===== config.mk =====
export PLATFORM = sky130hd
export DESIGN_NAME = key_hash_server_select
export DESIGN_NICKNAME = d
export VERILOG_FILES = /design/src/sv/khss_pkg.sv /design/src/sv/khss_ctrl.sv /design/src/sv/khss_dp.sv /design/src/sv/key_hash_server_select.sv
export SDC_FILE = /design/constraint.sdc
export NUM_CORES = 1
export LEC_CHECK = 0
export ABC_CLOCK_PERIOD_IN_PS = 6700
export BUFFER_PORTS_ARGS = -buffer_cell sky130_fd_sc_hd__buf_2
export CAP_MARGIN = 0
export CORE_UTILIZATION = 45
export CTS_BUF_LIST = sky130_fd_sc_hd__clkbuf_2
export DETAILED_ROUTE_END_ITERATION = 16
export PLACE_DENSITY = 0.64
export SLEW_MARGIN = 40
export SYNTH_ARGS = -nofsm -noshare
export SYNTH_HDL_FRONTEND = slang
export SYNTH_SLANG_ARGS = --single-unit

===== constraint.sdc =====
create_clock -name clock -period 6.7 [get_ports clock]
set_input_delay 2.01 -clock clock [delete_from_list [all_inputs] [get_ports clock]]
set_output_delay 2.01 -clock clock [all_outputs]
set_load 0.02 [all_outputs]

===== src/sv/khss_pkg.sv =====
// Shared types, constants and command structs of the key hash server select block.
package khss_pkg;

   // Field and datapath widths
   localparam int BYTE_W   = 8;
   localparam int SUM_W    = 16;
   localparam int HASH_W   = 32;
   localparam int CNT_W    = $clog2(HASH_W);
   localparam int CSR_DATA_W = 32;
   localparam int CSR_ADDR_W = 2;

   // Upper half of every hash
   localparam logic [SUM_W-1:0] HASH_HIGH = 16'hFFFF;

   // Register map
   localparam logic [CSR_ADDR_W-1:0] REG_SERVER_COUNT = 2'd0;

   // Input word
   typedef struct packed {
      logic [BYTE_W-1:0] key_byte;
      logic              last_byte;
   } req_type;

   // Result word
   typedef struct packed {
      logic [SUM_W-1:0] server_index;
      logic             no_server;
   } rsp_type;

   // Controller states
   typedef enum logic [1:0] {
      ST_IDLE,
      ST_DIV,
      ST_DONE
   } state_type;

   // Controller to datapath commands
   typedef struct packed {
      logic take_byte;
      logic step_div;
      logic load_out;
   } dp_cmd_type;

   // Datapath to controller status
   typedef struct packed {
      logic count_zero;
      logic div_last;
   } dp_status_type;

endpackage


===== src/sv/khss_ctrl.sv =====
// Controller state machine: input handshake, divide sequencing and result register valid.
module khss_ctrl (
   input  logic                   clock,
   input  logic                   reset,
   input  logic                   req_valid,
   output logic                   req_ready,
   input  logic                   req_last,
   output logic                   rsp_valid,
   input  logic                   rsp_ready,
   input  khss_pkg::dp_status_type dp_status,
   output khss_pkg::dp_cmd_type    dp_cmd
);
   import khss_pkg::*;

   state_type state_ff, state_in;
   logic      rsp_valid_ff, rsp_valid_in;
   logic      accept;
   logic      out_free;

   assign req_ready = (state_ff == ST_IDLE);
   assign accept    = req_valid & req_ready;
   assign out_free  = ~rsp_valid_ff | rsp_ready;
   assign rsp_valid = rsp_valid_ff;

   // Next state
   always_comb begin
      state_in = state_ff;
      unique case (state_ff)
         ST_IDLE: begin
            if (accept && req_last) begin
               state_in = dp_status.count_zero ? ST_DONE : ST_DIV;
            end
         end
         ST_DIV: begin
            if (dp_status.div_last) begin
               state_in = ST_DONE;
            end
         end
         ST_DONE: begin
            if (out_free) begin
               state_in = ST_IDLE;
            end
         end
         default: state_in = ST_IDLE;
      endcase
   end

   // Datapath commands
   always_comb begin
      dp_cmd = '0;
      unique case (state_ff)
         ST_IDLE: dp_cmd.take_byte = accept;
         ST_DIV:  dp_cmd.step_div  = 1'b1;
         ST_DONE: dp_cmd.load_out  = out_free;
         default: dp_cmd = '0;
      endcase
   end

   // Result valid: set on load, drop when taken
   always_comb begin
      rsp_valid_in = rsp_valid_ff;
      if (dp_cmd.load_out) begin
         rsp_valid_in = 1'b1;
      end else if (rsp_ready) begin
         rsp_valid_in = 1'b0;
      end
   end

   always_ff @(posedge clock) begin
      if (reset) begin
         state_ff     <= ST_IDLE;
         rsp_valid_ff <= 1'b0;
      end else begin
         state_ff     <= state_in;
         rsp_valid_ff <= rsp_valid_in;
      end
   end

endmodule


===== src/sv/khss_dp.sv =====
// Datapath: ones' complement byte-pair sum, bit-serial remainder unit and result register.
module khss_dp (
   input  logic                          clock,
   input  logic                          reset,
   input  khss_pkg::dp_cmd_type          dp_cmd,
   input  logic [khss_pkg::BYTE_W-1:0]   key_byte,
   input  logic                          last_byte,
   input  logic [khss_pkg::SUM_W-1:0]    server_count,
   output khss_pkg::dp_status_type       dp_status,
   output khss_pkg::rsp_type             rsp_data
);
   import khss_pkg::*;

   localparam logic [CNT_W-1:0] DIV_LAST = CNT_W'(HASH_W - 1);

   // Checksum state
   logic [SUM_W-1:0]  sum_ff, sum_in;
   logic [BYTE_W-1:0] held_ff, held_in;
   logic              odd_ff, odd_in;

   // Remainder unit
   logic [HASH_W-1:0] dividend_ff, dividend_in;
   logic [SUM_W-1:0]  rem_ff, rem_in;
   logic [SUM_W-1:0]  divisor_ff, divisor_in;
   logic              no_srv_ff, no_srv_in;
   logic [CNT_W-1:0]  cnt_ff, cnt_in;

   // Result register
   rsp_type           rsp_ff, rsp_in;

   logic [SUM_W-1:0]  word;
   logic [SUM_W:0]    sum_wide;
   logic [SUM_W-1:0]  sum_fold;
   logic [SUM_W:0]    rem_shift;
   logic [SUM_W:0]    rem_diff;
   logic              rem_ge;

   // Form the word: pair with the held low byte, or a lone trailing byte
   assign word     = odd_ff ? {key_byte, held_ff} : {{(SUM_W-BYTE_W){1'b0}}, key_byte};
   assign sum_wide = {1'b0, sum_ff} + {1'b0, word};
   assign sum_fold = sum_wide[SUM_W-1:0] + {{(SUM_W-1){1'b0}}, sum_wide[SUM_W]};

   // One restoring divide step
   assign rem_shift = {rem_ff, dividend_ff[HASH_W-1]};
   assign rem_diff  = rem_shift - {1'b0, divisor_ff};
   assign rem_ge    = (rem_shift >= {1'b0, divisor_ff});

   assign dp_status.count_zero = (server_count == '0);
   assign dp_status.div_last   = (cnt_ff == DIV_LAST);

   // Checksum accumulation
   always_comb begin
      sum_in  = sum_ff;
      held_in = held_ff;
      odd_in  = odd_ff;
      if (dp_cmd.take_byte) begin
         if (last_byte) begin
            sum_in  = '0;
            held_in = '0;
            odd_in  = 1'b0;
         end else if (odd_ff) begin
            sum_in  = sum_fold;
            held_in = '0;
            odd_in  = 1'b0;
         end else begin
            held_in = key_byte;
            odd_in  = 1'b1;
         end
      end
   end

   // Start the remainder on key end, then step one bit a cycle
   always_comb begin
      dividend_in = dividend_ff;
      rem_in      = rem_ff;
      divisor_in  = divisor_ff;
      no_srv_in   = no_srv_ff;
      cnt_in      = cnt_ff;
      if (dp_cmd.take_byte && last_byte) begin
         dividend_in = {HASH_HIGH, ~sum_fold};
         rem_in      = '0;
         divisor_in  = server_count;
         no_srv_in   = (server_count == '0);
         cnt_in      = '0;
      end else if (dp_cmd.step_div) begin
         dividend_in = {dividend_ff[HASH_W-2:0], 1'b0};
         rem_in      = rem_ge ? rem_diff[SUM_W-1:0] : rem_shift[SUM_W-1:0];
         cnt_in      = cnt_ff + 1'b1;
      end
   end

   // Load the result register
   always_comb begin
      rsp_in = rsp_ff;
      if (dp_cmd.load_out) begin
         rsp_in.server_index = rem_ff;
         rsp_in.no_server    = no_srv_ff;
      end
   end

   assign rsp_data = rsp_ff;

   always_ff @(posedge clock) begin
      if (reset) begin
         sum_ff  <= '0;
         held_ff <= '0;
         odd_ff  <= 1'b0;
         cnt_ff  <= '0;
      end else begin
         sum_ff  <= sum_in;
         held_ff <= held_in;
         odd_ff  <= odd_in;
         cnt_ff  <= cnt_in;
      end
   end

   always_ff @(posedge clock) begin
      dividend_ff <= dividend_in;
      rem_ff      <= rem_in;
      divisor_ff  <= divisor_in;
      no_srv_ff   <= no_srv_in;
      rsp_ff      <= rsp_in;
   end

endmodule


===== src/sv/key_hash_server_select.sv =====
// Top level of the key hash server select block: register port, controller and datapath.
//
// Key bytes enter on the req channel (req_valid/req_ready, req_data.key_byte and
// req_data.last_byte). Bytes pair into little-endian 16-bit words summed in ones'
// complement; the hash is 0xFFFF0000 | ~sum. Each key yields one word on the rsp
// channel: server_index = hash mod server_count, or no_server = 1 when the count is 0.
// Bytes that are not last are taken one per cycle.
// After the last byte the remainder unit shifts out one dividend bit a cycle, then the
// result register is loaded once it is free; when server_count is zero the divide is
// skipped and the result register is loaded directly. req_ready stays low from the last
// byte until the result register is loaded.
// The result register lets the next key's bytes flow while a result waits; if the
// receiver stalls, the following key's result waits, with req_ready low, until the
// register is free.
// server_count sits at byte address 0 of the APB port; write it only while idle.
// Reset is synchronous: it clears the sum, the controller, the result valid and
// server_count, so no server is available until the register is written.
module key_hash_server_select (
   input  logic                               clock,
   input  logic                               reset,
   input  logic                               req_valid,
   output logic                               req_ready,
   input  khss_pkg::req_type                  req_data,
   output logic                               rsp_valid,
   input  logic                               rsp_ready,
   output khss_pkg::rsp_type                  rsp_data,
   input  logic                               psel,
   input  logic                               penable,
   input  logic                               pwrite,
   input  logic [khss_pkg::CSR_ADDR_W-1:0]    paddr,
   input  logic [khss_pkg::CSR_DATA_W-1:0]    pwdata,
   output logic [khss_pkg::CSR_DATA_W-1:0]    prdata,
   output logic                               pready
);
   import khss_pkg::*;

   logic [SUM_W-1:0] server_count_ff, server_count_in;
   logic             csr_wr;
   dp_cmd_type       dp_cmd;
   dp_status_type    dp_status;

   assign pready = 1'b1;
   assign csr_wr = psel & penable & pwrite & pready & (paddr == REG_SERVER_COUNT);

   // Register write
   always_comb begin
      server_count_in = server_count_ff;
      if (csr_wr) begin
         server_count_in = pwdata[SUM_W-1:0];
      end
   end

   // Register read
   always_comb begin
      prdata = '0;
      if (paddr == REG_SERVER_COUNT) begin
         prdata = {{(CSR_DATA_W-SUM_W){1'b0}}, server_count_ff};
      end
   end

   always_ff @(posedge clock) begin
      if (reset) begin
         server_count_ff <= '0;
      end else begin
         server_count_ff <= server_count_in;
      end
   end

   khss_ctrl u_ctrl (
      .clock     (clock),
      .reset     (reset),
      .req_valid (req_valid),
      .req_ready (req_ready),
      .req_last  (req_data.last_byte),
      .rsp_valid (rsp_valid),
      .rsp_ready (rsp_ready),
      .dp_status (dp_status),
      .dp_cmd    (dp_cmd)
   );

   khss_dp u_dp (
      .clock        (clock),
      .reset        (reset),
      .dp_cmd       (dp_cmd),
      .key_byte     (req_data.key_byte),
      .last_byte    (req_data.last_byte),
      .server_count (server_count_ff),
      .dp_status    (dp_status),
      .rsp_data     (rsp_data)
   );

endmodule


== Yosys cells after proc, flatten, opt, wreduce, memory -nomap -nowiden ==
Index checks and enable logic that the tools add are counted.
Operators by class
  div/mod/pow operators: 0
  magnitude comparators: 1
  multiply operators: 0
  bitwise operators: 7
  shifts and indexed selects: 0
  equality and inequality tests: 6
  reductions and logical operators: 11
  muxes and demuxes: 21
  $add $sub $neg: 4
Operator list (number)
  $mux W16: 7
  $add A16 B16 Y17: 1
  $ge A17 B16 Y1: 1
  $add A16 B1 Y16: 1
  $logic_not A16 Y1: 1
  $mux W8: 2
  $not A16 Y16: 1
  $sub A16 B16 Y16: 1
  $mux W2: 4
  $mux W1: 7
  $pmux W2 S3: 1
  $reduce_bool A2 Y1: 3
  $add A5 B1 Y5 const B: 1
  $eq A5 B5 Y1 const B: 1
  $and A1 B1 Y1: 4
  $logic_not A2 Y1: 2
  $ne A2 B2 Y1 const B: 2
  $reduce_and A3 Y1: 1
  $eq A2 B1 Y1 const B: 1
  $eq A2 B2 Y1 const B: 1
  $logic_and A1 B1 Y1: 2
  $ne A2 B1 Y1 const B: 1
  $reduce_and A2 Y1: 1
  $reduce_or A2 Y1: 1
  other kinds (2): 2
Storage, ports and cells
  bits in latches: 0
  output and inout bits: 52
  memories: 0
  memory bits (writable): 0
  input port bits: 50
  register bits after elaboration: 131
  memory bits (read-only): 0
  logic and storage cells: 64

== Logic depth before layout (Yosys ltp) ==
  depth in word-level cells: 5
  gate-level depth with buffers: 24
  depth with buffers taken out: 21

== Modules after synthesis ==
A second synthesis with hierarchy kept.
Second synthesis, totals
  cells, all modules: 769
  area, all modules: 7394.6 µm²
By module, submodules not included
  khss_dp: seq. area each 2742.6 µm², cells an instance 643, area each 6241.0 µm², instances 1
  key_hash_server_select: seq. area each 320.3 µm², cells an instance 107, area each 984.7 µm², instances 1
  khss_ctrl: seq. area each 60.1 µm², cells an instance 19, area each 168.9 µm², instances 1

== Worst setup path before layout ==
OpenSTA, ideal clock, no wires.
  path type: input port to flip-flop
  start: input port req_data[1] (netlist name)
  end: register u_dp.dividend_ff[14] (data pin)
  buffers on the path: 2
  library setup time: 0.268 ns
  required time: 6.432 ns
  cell stages on the path: 23
  data arrival time: 5.812 ns
  slack: 0.620 ns
  cell sequence: mux2_2 > ha_1 > inv_1 > fa_1 > nand2b_1 > a21o_1 > a211oi_1 > o21a_1 > o21ai_0 > a21oi_1 > o21ai_0 > nand2b_1 > ha_1 > nor2b_1 > nand2b_1 > nor3_1 > and3_1 > buf_4 > and4bb_4 > and4_4 > buf_6 > xor2_2 > o21ai_0
Between the ends
  word-level cells in the longest chain between the ends: 5
Ends and longest elaborated chain
  start: declaration: line key_hash_server_select.sv:23  | input khss_pkg::req_type req_data,
  $mux W16: line khss_dp.sv:39  | assign word = odd_ff ? {key_byte, held_ff} : {{(SUM_W-BYTE_W){1'b0}}, key_byte};
  $add A16 B16 Y17: line khss_dp.sv:40  | assign sum_wide = {1'b0, sum_ff} + {1'b0, word};
  $add A16 B1 Y16: line khss_dp.sv:41  | assign sum_fold = sum_wide[SUM_W-1:0] + {{(SUM_W-1){1'b0}}, sum_wide[SUM_W]};
  $not A16 Y16: line khss_dp.sv:80  | dividend_in = {HASH_HIGH, ~sum_fold};
  $mux W16: line khss_dp.sv:79  | if (dp_cmd.take_byte && last_byte) begin
  net u_dp.dividend_in[14]: line khss_dp.sv:22  | logic [HASH_W-1:0] dividend_ff, dividend_in;
  end signal: assignment: line khss_dp.sv:118  | dividend_ff <= dividend_in;
  end: declaration: line khss_dp.sv:22
The timed path passes the listed nets, and every way through them passes these cells.
A chain may end at the register's enable or synchronous reset.

== Worst setup path after layout ==
Ends and elaborated chain as after synthesis.

==> metrics.md <==
| Metric | Value |
|---|---|
| Setup bufs post-CTS | 0 |
| Dpl hpwl | 11100 um |
| Leakage power | 0.003366 uW |
| R2R cell count | 20 |
| Via count | 5758 |
| Yosys warns | 0 |
| Total power per unit cell area | 213.9 mW/mm2 |
| CTS resizes | 0 |
| Clock power frac | 35.9% |
| CP Buf/Inv Count | 2 |
| Critical-path top delay cell | fa_1 |
| Fillers | 1543 |
| Comb power frac | 13.8% |
| Crit-path max cell delay | 430 ps |
| Final clock skew | 29.18 ps |
| GRT Total Usage | 19.61% |
| DR vias/cell | 5.273 |
| Mapped Area | 0.007311 mm2 |
| Worst setup SP type | input port |
| Routability cong. | 0.8284 |
| Critical path origin | req_data[1] |
| Post-layout min period | 5674 ps |
| Tcrit/Tclk final | 84.69% |
| Commonest cells after routing, fill and taps aside | nand2_1, dfxtp_1, nor2_1, buf_2, a21oi_1 |
| Post-synth cell types | 68 |
| Drt pass-1 iters | 5 |
| Die W | 129.5 um |
| Sequential share of the synthesized area | 42.72% |
| Primary FF master, synth | dfxtp_1 |
| Most common cell after layout, fill and taps aside | nand2_1 |
| Crit. path cell count | 22 |
| Hold Path Class | register to register |
| CP Class | input port to register |
| Sequential group share of total power | 50.3% |
| PortBufs | 68 |
| Vias in the first global route | 5254 |
| Ys async rst share | 0% |
| Crit path to | u_dp.dividend_ff[14] |
| Net switching fraction of the power | 26.64% |
| Worst r2r src | u_dp.odd_ff |
| Final wirelength | 15410 um |
| Max-slew headroom | 44.45% |
| GRT overflow | 0 |
| Crit-path cells | buf_2 > mux2_2 > ha_1 > inv_1 > fa_1 > nand2b_1 > a21o_1 > a211oi_1 > o21a_1 > o21ai_0 > a21oi_1 > o21ai_0 > nand2b_1 > ha_1 > nor2b_1 > nand2b_1 > nor3_1 > and3_1 > and4bb_4 > and4_4 > xor2_2 > o21ai_0 |
| Ports | 102 |
| Drt drc | 0 |
| Post-Syn Instances | 806 |
| Clock latency on the worst-skew pair | 710 ps |
| R2r setup slk | 1650 ps |
| Seq cells post-synth | 131 |
| CP required | 7180 ps |
| Total Power | 1734 uW |
| CP delay by family, top | simple AND/OR/NAND/NOR gates |
| Clk root buf | clkbuf_2 |
| H-Tree Depth | 4 |
| Maxcap violations | 0 |
| Area Growth Syn to Fin | 10.87% |
| Setup-failing EPs final | 0 |
| First-pass GRT wire length | 25700 um |
| Sw Pwr | 461.9 uW |
| Worst Path Arrival | 6150 ps |
| Routed length per instance | 14.12 um |
| Final Hold Viols | 0 |
| Post-route design area | 0.008105 mm2 |
| Share of cells above drive strength 1 | 16.23% |
| Maximum clock rate | 0.1762 GHz |
| Syn avg cell area | 9.070 um2 |
| Initial cell density of the core | 46.02% |
| Final Max Tran Viols | 0 |
| VDD IR-drop max | 0.1333 mV |
| Rows | 46 |
| CTS Buffer Depth | 2 |
| CP endpoint kind | register |
| Clk sinks | 131 |
| RSZ-0062 raised after global routing | false |
| Final setup TNS | 0 ps |
| Worst Tran Pin Value | 833.2 ps |
| CTS Buf Count | 17 |
| EDFF count, synth | 50 |
| Initial DRC Count | 382 |
| Antenna Nets Post-Route | 0 |
| Pin count of the biggest net entering global routing | 52 |
| Die area | 0.01676 mm2 |
| CTS clk-pin slew, worst paths | 200 ps |
| CTS tree | built |
| Placed inst area | 0.007776 mm2 |
| Crit Path Max Fanout | 5 |
| Hold buffers post-CTS | 0 |
| Die Span Y | 129.5 um |
| Initial antenna violation count | 1 |
| Core area | 0.01589 mm2 |
| Final #Nets | 950 |
| Status | finished clean |
| Cell Int Power | 1272 uW |
| R2R Path End | u_dp.dividend_ff[14] |
==> worst min path at each step <==
stage,slack (ps),startpoint,to,cells after the start
after floorplan,400,u_dp.no_srv_ff,u_dp.rsp_data[0],0
after global placement,400,u_dp.no_srv_ff,u_dp.rsp_data[0],0
after detailed placement,440,u_dp.no_srv_ff,u_dp.rsp_data[0],0
after CTS,470,u_dp.dividend_ff[18],u_dp.dividend_ff[19],2
after global routing,480,u_dp.held_ff[1],u_dp.held_ff[1],2
final,470,u_dp.cnt_ff[4],u_dp.cnt_ff[4],2
==> routing by layer <==
metal / GRT usage, % / vias up / part of all wire, %
met1: 28.70 / 2638 / 53
met2: 28.46 / 132 / 41
met4: 7.045 / 0 / 1.8
li1: - / 2961 / -
met3: 3.964 / 27 / 4.4
met5: 0 / - / 0
==> metrics by stage <==
stage	setup slack, ps	hold slack (ps)	util, %	std cells
floorplan	619.9	400.3	-	821
global placement	312.2	403.8	48.89	1059
detailed placement	274.0	435.7	48.95	1059
CTS	1096	471.4	50.99	1091
global route	719.1	481.6	51.02	1092
finish	1026	473.1	51.02	1092
==> final cells by class <==
class / instances / area, um2 / share of cell area, %
multi-input combinational: 601 / 3842 / 47.41
sequential: 131 / 3123 / 38.53
timing repair buffer: 79 / 422.9 / 5.218
tap: 216 / 270.3 / 3.334
clock inverter: 13 / 229.0 / 2.825
inverter: 32 / 120.1 / 1.482
clock buffer: 19 / 95.09 / 1.173
antenna: 1 / 2.502 / 0.03087
==> registers in the layout, indices dropped and copies added, names as in the netlist <==
name              count
u_dp.dividend_ff     32
u_dp.rsp_data        17
server_count_ff      16
u_dp.divisor_ff      16
u_dp.rem_ff          16
u_dp.sum_ff          16
u_dp.held_ff          8
u_dp.cnt_ff           5
u_ctrl.state_ff       2
u_ctrl.rsp_valid      1
u_dp.no_srv_ff        1
u_dp.odd_ff           1
==> power groups by stage <==
stage	registers [uW]	logic (uW)	clock network, uW
final	873	238	622
after global routing	877	266	664
after CTS	873	239	638
after detailed placement	890	238	0
after global placement	889	235	0
after floorplan	889	188	0
==> worst reg2reg max path: stages, from the launching register on <==
cell,delay [ps]
dfxtp_1,580
buf_4,290
mux2_2,360
ha_1,440
o21ai_0,140
a21o_1,230
a211oi_1,330
o21a_1,200
o21ai_0,80
a21oi_1,160
o21ai_0,80
nand2b_1,160
ha_1,160
nor2b_1,190
nand2b_1,120
nor3_1,240
and3_1,260
and4bb_4,300
and4_4,280
xor2_2,160
o21ai_0,80
==> cell usage after synthesis (all sizes together) (13+ instances only) <==
cell / n / area [um2]
and2: 29 / 181.4
nor2: 74 / 277.8
ha: 36 / 450.4
xnor2: 20 / 182.7
buf: 23 / 171.4
nor3: 20 / 100.1
clkbuf: 34 / 128.9
o21a: 13 / 97.59
inv: 32 / 120.1
nand2b: 13 / 81.33
edfxtp: 50 / 1501
xor2: 14 / 137.6
a22o: 15 / 131.4
o21ai: 34 / 177.7
nand3: 13 / 65.06
a21oi: 61 / 309.1
or3: 13 / 81.33
dfxtp: 81 / 1622
a21o: 14 / 105.1
nand2: 94 / 352.8
==> kinds of logic after synthesis <==
kind of cell	Yosys count	share of synthesized area [%]
mux	9	1.352
other cells	2	0.1027
buf+inv	89	5.750
fa+ha+maj	38	6.709
simple gates	310	20.78
xor+xnor	34	4.381
flops	131	42.72
compound gates	193	18.21
No activity file was read; power rests on OpenSTA's default activity.
